File: src/hw/rtl/pnc_pkg.sv
// ----------------------------------------------------------------------------
// pnc_pkg
// shared constants, field widths and control types of the neighbor census core
// ----------------------------------------------------------------------------
package pnc_pkg;

	localparam int GRID_SIDE_DEF = 64;

	localparam int COORD_W  = 6;
	localparam int IN_W     = 16;
	localparam int WIDE_W   = 15;
	localparam int NARROW_W = 13;
	localparam int COUNT_W  = 13;
	localparam int OUT_W    = 88;

	typedef enum logic [5:0] {
		ST_INIT   = 6'b000001,
		ST_LOAD   = 6'b000010,
		ST_SETTLE = 6'b000100,
		ST_SCAN   = 6'b001000,
		ST_DRAIN  = 6'b010000,
		ST_EMIT   = 6'b100000
	} state_t;

	typedef struct packed {
		logic clear_run;
		logic load_accept;
		logic scan_init;
		logic scan_run;
		logic emit;
	} cmd_t;

	typedef struct packed {
		logic clear_done;
		logic scan_done;
	} sts_t;

endpackage

File: src/hw/rtl/pnc_ctrl.sv
// ----------------------------------------------------------------------------
// pnc_ctrl
// sequencer for grid clear, cell load, scan and result hand-off
// ----------------------------------------------------------------------------
module pnc_ctrl import pnc_pkg::*; (
	input  logic clk,
	input  logic arst_n,
	input  logic in_valid,
	input  logic in_last,
	output logic in_ready,
	output logic out_valid,
	input  logic out_ready,
	input  sts_t sts,
	output cmd_t cmd
);

	state_t state_q;
	state_t state_nxt;
	logic   out_valid_q;

	always_comb begin
		state_nxt = state_q;
		cmd       = '0;
		in_ready  = 1'b0;
		case (state_q)
			ST_INIT: begin
				cmd.clear_run = 1'b1;
				if (sts.clear_done) begin
					state_nxt = ST_LOAD;
				end
			end
			ST_LOAD: begin
				in_ready        = 1'b1;
				cmd.load_accept = in_valid;
				if (in_valid && in_last) begin
					state_nxt = ST_SETTLE;
				end
			end
			ST_SETTLE: begin
				cmd.scan_init = 1'b1;
				state_nxt     = ST_SCAN;
			end
			ST_SCAN: begin
				cmd.scan_run = 1'b1;
				if (sts.scan_done) begin
					state_nxt = ST_DRAIN;
				end
			end
			ST_DRAIN: begin
				state_nxt = ST_EMIT;
			end
			ST_EMIT: begin
				if (!out_valid_q || out_ready) begin
					cmd.emit  = 1'b1;
					state_nxt = ST_LOAD;
				end
			end
			default: begin
				state_nxt = ST_INIT;
			end
		endcase
	end

	always_ff @(posedge clk or negedge arst_n) begin
		if (!arst_n) begin
			state_q     <= ST_INIT;
			out_valid_q <= 1'b0;
		end else begin
			state_q <= state_nxt;
			if (cmd.emit) begin
				out_valid_q <= 1'b1;
			end else if (out_ready) begin
				out_valid_q <= 1'b0;
			end
		end
	end

	assign out_valid = out_valid_q;

endmodule
File: config.mk
export PLATFORM = sky130hd
export DESIGN_NAME = pnc_ctrl
export DESIGN_NICKNAME = d
export VERILOG_FILES = /design/src/hw/rtl/pnc_pkg.sv /design/src/hw/rtl/pnc_ctrl.sv
export SDC_FILE = /design/constraint.sdc
export NUM_CORES = 1
export LEC_CHECK = 0
export BUFFER_PORTS_ARGS = -buffer_cell sky130_fd_sc_hd__buf_2
export CORE_MARGIN = 4
export CORE_UTILIZATION = 32
export CTS_BUF_LIST = sky130_fd_sc_hd__clkbuf_16
export DETAILED_ROUTE_END_ITERATION = 8
export GPL_TIMING_DRIVEN = 0
export HOLD_SLACK_MARGIN = 0.12
export PLACE_DENSITY = 0.61
export SYNTH_ARGS = -nofsm -noshare
export SYNTH_HDL_FRONTEND = slang
export SYNTH_SLANG_ARGS = --single-unit
File: constraint.sdc
create_clock -name clk -period 4.23 [get_ports clk]
set_clock_uncertainty 0.1 [all_clocks]
set_input_delay 0.423 -clock clk [delete_from_list [all_inputs] [get_ports clk]]
set_output_delay 0.423 -clock clk [all_outputs]
set_load 0.03 [all_outputs]
==> results of run 1 <==
## metal layers
metal	vias to the layer above	wire, um	global-route usage
met5	-	0	0
met3	5	64	0.0478
met2	13	374	0.155
met4	0	40	0.123
li1	202	-	-
met1	179	399	0.141
## layout by cell type, fill, tap and decap left out, drive strengths merged
| master | count |
|---|---|
| a21oi | 2 |
| a31oi | 1 |
| and2 | 2 |
| and3b | 1 |
| buf | 15 |
| clkbuf | 4 |
| dfrtp | 6 |
| dfstp | 1 |
| dlygate4sd3 | 1 |
| inv | 2 |
| nand2 | 3 |
| nand2b | 2 |
| nand3 | 1 |
| nand4b | 1 |
| nor2 | 4 |
| nor2b | 1 |
| nor3 | 4 |
| nor3b | 1 |
| nor4 | 1 |
| o211a | 1 |
| o21ai | 3 |
| o2bb2ai | 1 |
| or3b | 1 |
| or4 | 1 |
| or4b | 1 |
| or4bb | 1 |
| xnor2 | 1 |
| xor2 | 1 |
## final timing paths
path | end
min reg2reg | out_valid$_DFFE_PN0P_
max in group asynchronous | state_q[0]$_DFFE_PN1P_
min in group asynchronous | state_q[4]$_DFFE_PN0P_
max | cmd[3]
min | state_q[4]$_DFFE_PN0P_
max reg2reg | state_q[4]$_DFFE_PN0P_
## cell families (layout without fill, tap and decap cells)
kind of cell / after synthesis / count (layout)
AOI/OAI and AO/OA: 8 / 8
buffers and inverters: 4 / 22
and+or+nand+nor: 25 / 25
DFF: 7 / 7
xor gates and xnor gates: 2 / 2
## worst max-delay path, delay by kind of cell, from the launching register on
family                 cells  cell delay, ns
AND/OR/NAND/NOR            3            0.86
buffers and inverters      2            0.36
flip-flops                 1            0.34
## cell type report
type                    instances  area, um^2
well taps                      15        18.8
clock inverters                 1        3.75
flip-flops and latches          7         176
multi-input cells              35         236
plain buffers                   3        20.0
repair buffers                 14        75.1
fillers                       130         692
clock buffers                   3        75.1
inverters                       1        3.75
## where the power goes
part / internal [mW] / switching [mW] / leakage, nW
clock network: 0.123 / 0.0351 / 0.0423
registers: 0.0804 / 0.0130 / 0.0930
logic: 0.0560 / 0.0669 / 0.182
total: 0.259 / 0.115 / 0.318
## synth_stat cells, types with 2 or more instances
cell type and n:
and2_1 2, nand2b_1 2, dfrtp_1 6, nor3_1 3, nand2_1 3, a21oi_1 2, nor2_1 4, o21ai_0 3
## registers in the layout, summed over array words and instances, names as in the netlist
signal,cells
out_valid,1
state_q,6
## stage by stage
step / hold slack (ns) / utilization
after floorplan: 0.0274 / -
after global placement: 0.167 / 0.400
after detailed placement: 0.167 / 0.400
after CTS: 0.312 / 0.468
after global routing: 0.311 / 0.468
final: 0.314 / 0.468
==> impl_metrics.tcl, run 1 <==
set metrics [dict create \
    hold_depth 2 \
    grt_usage 0.119 \
    clock_latency_ns 0.23 \
    final_nets 72 \
    grt_max_degree 10 \
    fin_crit_ns 2.31 \
    drc_errors 0 \
    cts_sinks 7 \
    max_stage_delay_ns 0.55 \
    die_y_um 44.9 \
    setup_ws_ns 1.92 \
    grt_antenna_before_repair 0 \
    synth_mux_area_frac 0 \
    synthAdderAreaFrac 0 \
    relSlewSlack 0.738 \
    status "finished, final reports clean" \
    die_w_um 44.9 \
    slew_viol_final 0 \
    area_delta_synth_final_pct 39.5 \
    synth_top_area_cell "dfrtp_1" \
    synth_edf_count 0 \
    end_kind "primary output" \
    dieArea_um2 2020 \
    synth_cells 46 \
    crit_start "state_q[5]$_DFFE_PN0P_" \
    io_buffers 13 \
    grt_overflow 0 \
    ios 14 \
    antenna_left 0 \
    path_class "reg2out" \
    power.leakage_nw 0.318 \
    power_mw 0.374 \
    grt_pass1_wl_um 1610 \
    drive_gt1_frac 0.375 \
    wirelength_um 879 \
    start_util 0.336 \
    diodes 0 \
    vias_per_cell 5.05 \
    setup_viol_count_final 0 \
    grt_pass1_vias 367 \
    core_area_um2 1300 \
    dp_hpwl_um 648 \
    post-cts-setup-buffers 0 \
    syn-cell-area_um2 437 \
    fmax_mhz 432 \
    cpMostUsedCell "buf_2" \
    rr_worst_depth 4 \
    vias 399 \
    syn_nets 53 \
    synth-warning-count 0 \
    synth-simple-area-share 0.387 \
    post_cts_resized 0 \
    path_clk_slew_ns 0.03 \
    gp_congestion 0.761 \
    avgRoutedWirePerCell_um 11.1 \
    ys_ff_latch 7 \
    cts_tree "built" \
    synth_top_cell_area_share 0.344 \
    slowest_stage "or4b_4" \
    finalCritPeriodShare 0.547 \
    placed_area_um2 520 \
    drtIter0Drc 4 \
    tightest_slew_ns 0.393 \
    hold_buffers 1 \
    r2r-start "state_q[4]$_DFFE_PN0P_" \
    clockBufferDepth 2 \
    dpl_worst_slack_ns 2.17 \
    ys_types 29 \
    synthFlopType "dfrtp_1" \
    start_kind "flip-flop" \
    hold_start "sts[0]" \
    synthTopCellsByArea "dfrtp_1 34%, dfstp_2 6.0%, nor3_1 3.4%" \
    synth_top_family_by_area "simple AND/OR/NAND/NOR gates" \
    tns_ns 0 \
    hold_class "in2reg" \
    p_per_area_nw_per_um2 614 \
    cp.required_ns 3.71 \
    worstPathMaxFanout 9 \
    path_cells "buf_2 -> or4b_4 -> nor3_2 -> and2_1 -> buf_2" \
    drt_first_pass_iters 4 \
    synth_seq_area_share 0.404 \
    maxCapViolCount 0 \
    synth_xor_area_frac 0.0401 \
    regToRegSetupSlack_ns 2.69 \
    instances_no_fill 79 \
    numCtsBuffers 3 \
    rows 13 \
    placed_cells 74 \
    irDropWorstVdd_uv 325 \
    synth-compound-area-share 0.115 \
    async_flop_share 1.00 \
    crit_arrival_ns 1.79 \
    avgSynthCellArea_um2 9.49 \
    cts-htree-levels 1 \
    cts-root-buf "clkbuf_16" \
    rsz0062_at_grt "no" \
    design_area_um2 609 \
    hold_viol 0 \
]
No activity file was read; power rests on OpenSTA's default activity.
==> run 2: changes to the inputs <==
- PLACE_DENSITY: 0.61 -> 0.63
- clock period: 4.23 -> 2.1 ns (I/O delays scaled with it)
==> run 2 against run 1 <==
Net effect: critical path depth down 1; sequential cell count is the same; cell count is 2.5% higher; power rose by 110%.
==> impl_metrics.tcl, run 2 (same netlist as run 1, synthesis figures left out) <==
set metrics [dict create \
    avgRoutedWirePerCell_um 11.7 \
    status "finished, final reports clean" \
    rsz0062_at_grt "yes" \
    regArea_um2 180 \
    grt_antenna_before_repair 0 \
    io_buffers 13 \
    fin_crit_ns 2.06 \
    grt_max_degree 10 \
    clock_latency_ns 0.23 \
    num-fill-cells 126 \
    hold_class "in2reg" \
    setup_ws_ns 0.0375 \
    worstPathMaxFanout 6 \
    cp_top_family "simple AND/OR/NAND/NOR gates" \
    multiInputGateArea_um2 245 \
    die_y_um 44.9 \
    die_w_um 44.9 \
    hold_start "in_last" \
    cts_sinks 7 \
    r2r-start "state_q[5]$_DFFE_PN0P_" \
    start_kind "flip-flop" \
    final_common_cell "buf_2" \
    wirelength_um 950 \
    drt_first_pass_iters 4 \
    path_class "reg2out" \
    whs_ns 0.127 \
    vias 401 \
    tightest_slew_ns 0.356 \
    diodes 0 \
    setup_viol_count_final 0 \
    slowest_stage "or4b_4" \
    largest_register_ffs 6 \
    antenna_left 0 \
    design_area_um2 652 \
    core_area_um2 1300 \
    cts-htree-levels 1 \
    irDropWorstVdd_uv 864 \
    relSlewSlack 0.763 \
    start_util 0.336 \
    hold_viol 0 \
    dpl_worst_slack_ns 0.228 \
    grt_overflow 0 \
    clockBufferDepth 2 \
    gp_congestion 0.719 \
    numCtsBuffers 3 \
    power_mw 0.789 \
    path_clk_slew_ns 0.04 \
    mostFrequentLayoutCells "12 x buf_2, 4 x nor2_1" \
    drc_errors 0 \
    end_kind "primary output" \
    fmax_mhz 485 \
    final_nets 74 \
    crit_arrival_ns 1.75 \
    dieArea_um2 2020 \
    path_cells "or4b_4 -> nor3_4 -> and2_4 -> buf_6" \
    power.leakage_nw 0.328 \
    vias_per_cell 4.95 \
    cp.required_ns 1.79 \
    finalCritPeriodShare 0.982 \
    cts_tree "built" \
    drtIter0Drc 3 \
    slew_viol_final 0 \
    regMostFlops "state_q" \
    path_buf_inv 1 \
    crit_start "state_q[5]$_DFFE_PN0P_" \
    max_stage_delay_ns 0.57 \
    dp_hpwl_um 661 \
    cts-root-buf "clkbuf_16" \
    placed_area_um2 527 \
    maxCapViolCount 0 \
    grt_pass1_vias 403 \
    grt_pass1_wl_um 1670 \
    rows 13 \
    fin_util 0.501 \
    drive_gt1_frac 0.455 \
    p_per_area_nw_per_um2 1210 \
    area_delta_synth_final_pct 49.3 \
    ios 14 \
    grt_usage 0.120 \
]
run 2: cell types whose count changed in the layout (fill, tap and decap cells not counted), moves of 2 or more:
cell     previous run  this run
buf_2              14        12
buf_4               0         3
dfrtp_2             0         3
dfrtp_1             6         3
run 2: report_power, final:
group / leakage (nW) / switching, mW / internal, mW
registers: 0.0884 / 0.0268 / 0.164
logic: 0.197 / 0.147 / 0.129
clock network: 0.0423 / 0.0736 / 0.248
run 2: path summary, 6_finish.rpt:
kind                                                to  slack, ns  cells after the start
worst min register to register   out_valid$_DFFE_PN0P_       0.43                      2
worst min-delay path            state_q[2]$_DFFE_PN0P_       0.13                      3
max in group asynchronous       state_q[0]$_DFFE_PN1P_       1.42                      2
worst max-delay path                            cmd[3]       0.04                      4
min in group asynchronous       state_q[3]$_DFFE_PN0P_       0.24                      2
worst max register to register  state_q[1]$_DFFE_PN0P_       0.46                      4
run 2: metrics by stage:
step | instances | setup TNS, ns
floorplan | 46 | 0
detailed placement | 74 | 0
CTS | 80 | 0
global route | 81 | -0.0130
global placement | 74 | 0
finish | 81 | 0
run 2: what timing repair did:
item                       in CTS  in global routing
setup endpoints to repair       1                  2
pin swaps                       0                  1
resized for setup               1                  5
buffers inserted                0                  3
hold buffers                    2                  0
hold endpoints to repair        8                  0
run 2: layout make-up:
cell class                 instances  area share
clock buffer                       3       0.115
inverter                           1     0.00576
sequential                         7       0.276
buffer                             1      0.0173
clock inverter                     1     0.00576
multi-input combinational         35       0.376
tap                               15      0.0288
timing repair buffer              18       0.175
run 2: layer usage:
layer | track usage | vias up | part of all wire
li1 | - | 205 | -
met1 | 0.139 | 184 | 0.44
met2 | 0.184 | 10 | 0.47
met3 | 0.0478 | 2 | 0.059
met4 | 0.0760 | 0 | 0.026
met5 | 0 | - | 0
run 2: worst min-delay path, cell delays in order:
cell     delay, ns
buf_2         0.09
nand2_1       0.07
nor4_1        0.05
==> run 3: changes to the inputs <==
- ABC_AREA: unset -> 1
- CORE_AREA: unset -> 4 4 41 43
- CORE_MARGIN: 4 -> unset
- CORE_UTILIZATION: 32 -> unset
- DIE_AREA: unset -> 0 0 45 47
- PLACE_DENSITY: 0.63 -> 0.6
==> run 3 against run 2 <==
Net effect: non-clock buffer count down 4; wire length up 7.4%; via count up 7.5%; register-to-register slack better by 0.31 ns; sequential share of layout area up 2.9 points; fmax up 21%; highest routed layer unchanged.
==> impl_metrics.tcl, run 3 <==
set metrics [dict create \
    status "finished, final reports clean" \
    fin_crit_ns 1.71 \
    p_per_area_nw_per_um2 1420 \
    wirelength_um 1020 \
    mostFrequentLayoutCells "14 x inv_1, 13 x buf_2, 12 x nand2_1, 9 x nor2_1" \
    die_y_um 47 \
    dieArea_um2 2120 \
    hold_buffers 2 \
    crit_arrival_ns 1.40 \
    tightest_slew_ns 0.276 \
    antenna_left 0 \
    ys_types 10 \
    final_common_cell "inv_1" \
    start_util 0.304 \
    clockBufferDepth 2 \
    synth_top_cell_area_share 0.380 \
    fin_util 0.444 \
    diodes 0 \
    drc_errors 0 \
    area_delta_synth_final_pct 46.2 \
    vias 431 \
    final_nets 84 \
    async_flop_share 1.00 \
    yosys-top-cells-count "13 x inv_1, 12 x nand2_1, 9 x nor2_1" \
    cts_tree "built" \
    setup_viol_count_final 0 \
    num-fill-cells 147 \
    path_class "reg2out" \
    yosysMostFrequentCell "inv_1" \
    avgRoutedWirePerCell_um 11.2 \
    hold_viol 0 \
    worstPathMaxFanout 7 \
    rows 13 \
    finalCritPeriodShare 0.814 \
    numCtsBuffers 3 \
    slew_viol_final 0 \
    post-cts-setup-buffers 0 \
    path_clk_slew_ns 0.04 \
    grt_pass1_wl_um 1790 \
    end_kind "primary output" \
    maxCapViolCount 0 \
    core_area_um2 1300 \
    drt_first_pass_iters 2 \
    grt_usage 0.126 \
    synth-warning-count 0 \
    path_cells "nor2_2 -> nand3_1 -> nor2_1 -> buf_2" \
    regArea_um2 176 \
    cts-htree-levels 1 \
    fmax_mhz 585 \
    relSlewSlack 0.816 \
    die_w_um 45 \
    synth_edf_count 0 \
    synthTopCellsByArea "dfrtp_1 38%, inv_1 12%, nand2_1 11%" \
    avgSynthCellArea_um2 6.94 \
    synth_top_area_cell "dfrtp_1" \
    dpl_worst_slack_ns 0.642 \
    cts-root-buf "clkbuf_16" \
    instances_no_fill 91 \
    setup_ws_ns 0.390 \
    syn-cell-area_um2 395 \
    clock_latency_ns 0.23 \
    regMostFlops "state_q" \
    multiInputGateArea_um2 170 \
    hold_class "in2reg" \
    io_buffers 13 \
    largest_register_ffs 6 \
    dp_hpwl_um 716 \
    grt_antenna_before_repair 0 \
    syn_nets 64 \
    max_stage_delay_ns 0.39 \
    ios 14 \
    synth_seq_area_share 0.446 \
    post_cts_resized 0 \
    cts_sinks 7 \
    ys_ff_latch 7 \
    grt_max_degree 8 \
    drtIter0Drc 4 \
    synth_cells 57 \
    irDropWorstVdd_uv 586 \
    grt_pass1_vias 466 \
    synthFlopType "dfrtp_1" \
    slowest_stage "dfrtp_1" \
    tns_ns 0 \
    vias_per_cell 4.74 \
    power.leakage_nw 0.378 \
    drive_gt1_frac 0.263 \
    start_kind "flip-flop" \
    grt_overflow 0 \
    cp.required_ns 1.79 \
    path_buf_inv 1 \
    rsz0062_at_grt "no" \
    gp_congestion 0.840 \
    placed_cells 85 \
    cp_top_family "simple AND/OR/NAND/NOR gates" \
    whs_ns 0.134 \
]
## run 3: layout make-up
cell class / count / share of cell area
multi-input cells: 37 / 0.294
clock inverters: 1 / 0.00649
well taps: 15 / 0.0325
inverters: 13 / 0.0844
flip-flops and latches: 7 / 0.305
repair buffers: 15 / 0.147
clock buffers: 3 / 0.130
## run 3: worst register-to-register path: stages, from the launching register on
cell     delay (ns)
dfstp_2        0.54
inv_1          0.04
nor2_1         0.13
nand4_1        0.12
nand2_1        0.14
nor2_1         0.06
nand2_1        0.05
nand2_1        0.04
## run 3: path summary, 6_finish.rpt
path,from,endpoint,slack (ns),depth (start not counted)
min in group asynchronous,arst_n,state_q[2]$_DFFE_PN0P_,0.24,2
min,sts[1],state_q[0]$_DFFE_PN1P_,0.13,4
max in group asynchronous,arst_n,state_q[0]$_DFFE_PN1P_,1.43,2
max,state_q[2]$_DFFE_PN0P_,cmd[3],0.39,4
max reg2reg,state_q[0]$_DFFE_PN1P_,state_q[1]$_DFFE_PN0P_,0.77,7
min reg2reg,out_valid$_DFFE_PN0P_,out_valid$_DFFE_PN0P_,0.45,2
## run 3: metrics by stage
step                area (um^2)  total power [mW]
CTS                         578             0.819
global route                578             0.886
global placement            479             0.481
floorplan                   395             0.413
finish                      578             0.818
detailed placement          479             0.486
## run 3: cells by family after synthesis
group | Yosys count | share of synthesized area
buffers and inverters | 13 | 0.123
AO/OA/AOI/OAI | 1 | 0.0126
AND/OR/NAND/NOR | 36 | 0.418
flip-flops | 7 | 0.446
## run 3: layer usage
metal,vias up,share of wire,global-route usage
met5,-,0,0
met4,0,0.049,0.123
met3,5,0.060,0.0498
met2,13,0.48,0.203
met1,197,0.41,0.121
li1,216,-,-
## run 3: where the power goes
group | leakage, nW | switching [mW] | internal, mW | total, mW
sequential | 0.0924 | 0.0253 | 0.173 | 0.199
clock | 0.0423 | 0.0810 | 0.248 | 0.329
combinational | 0.243 | 0.203 | 0.0867 | 0.290
total | 0.378 | 0.310 | 0.509 | 0.818
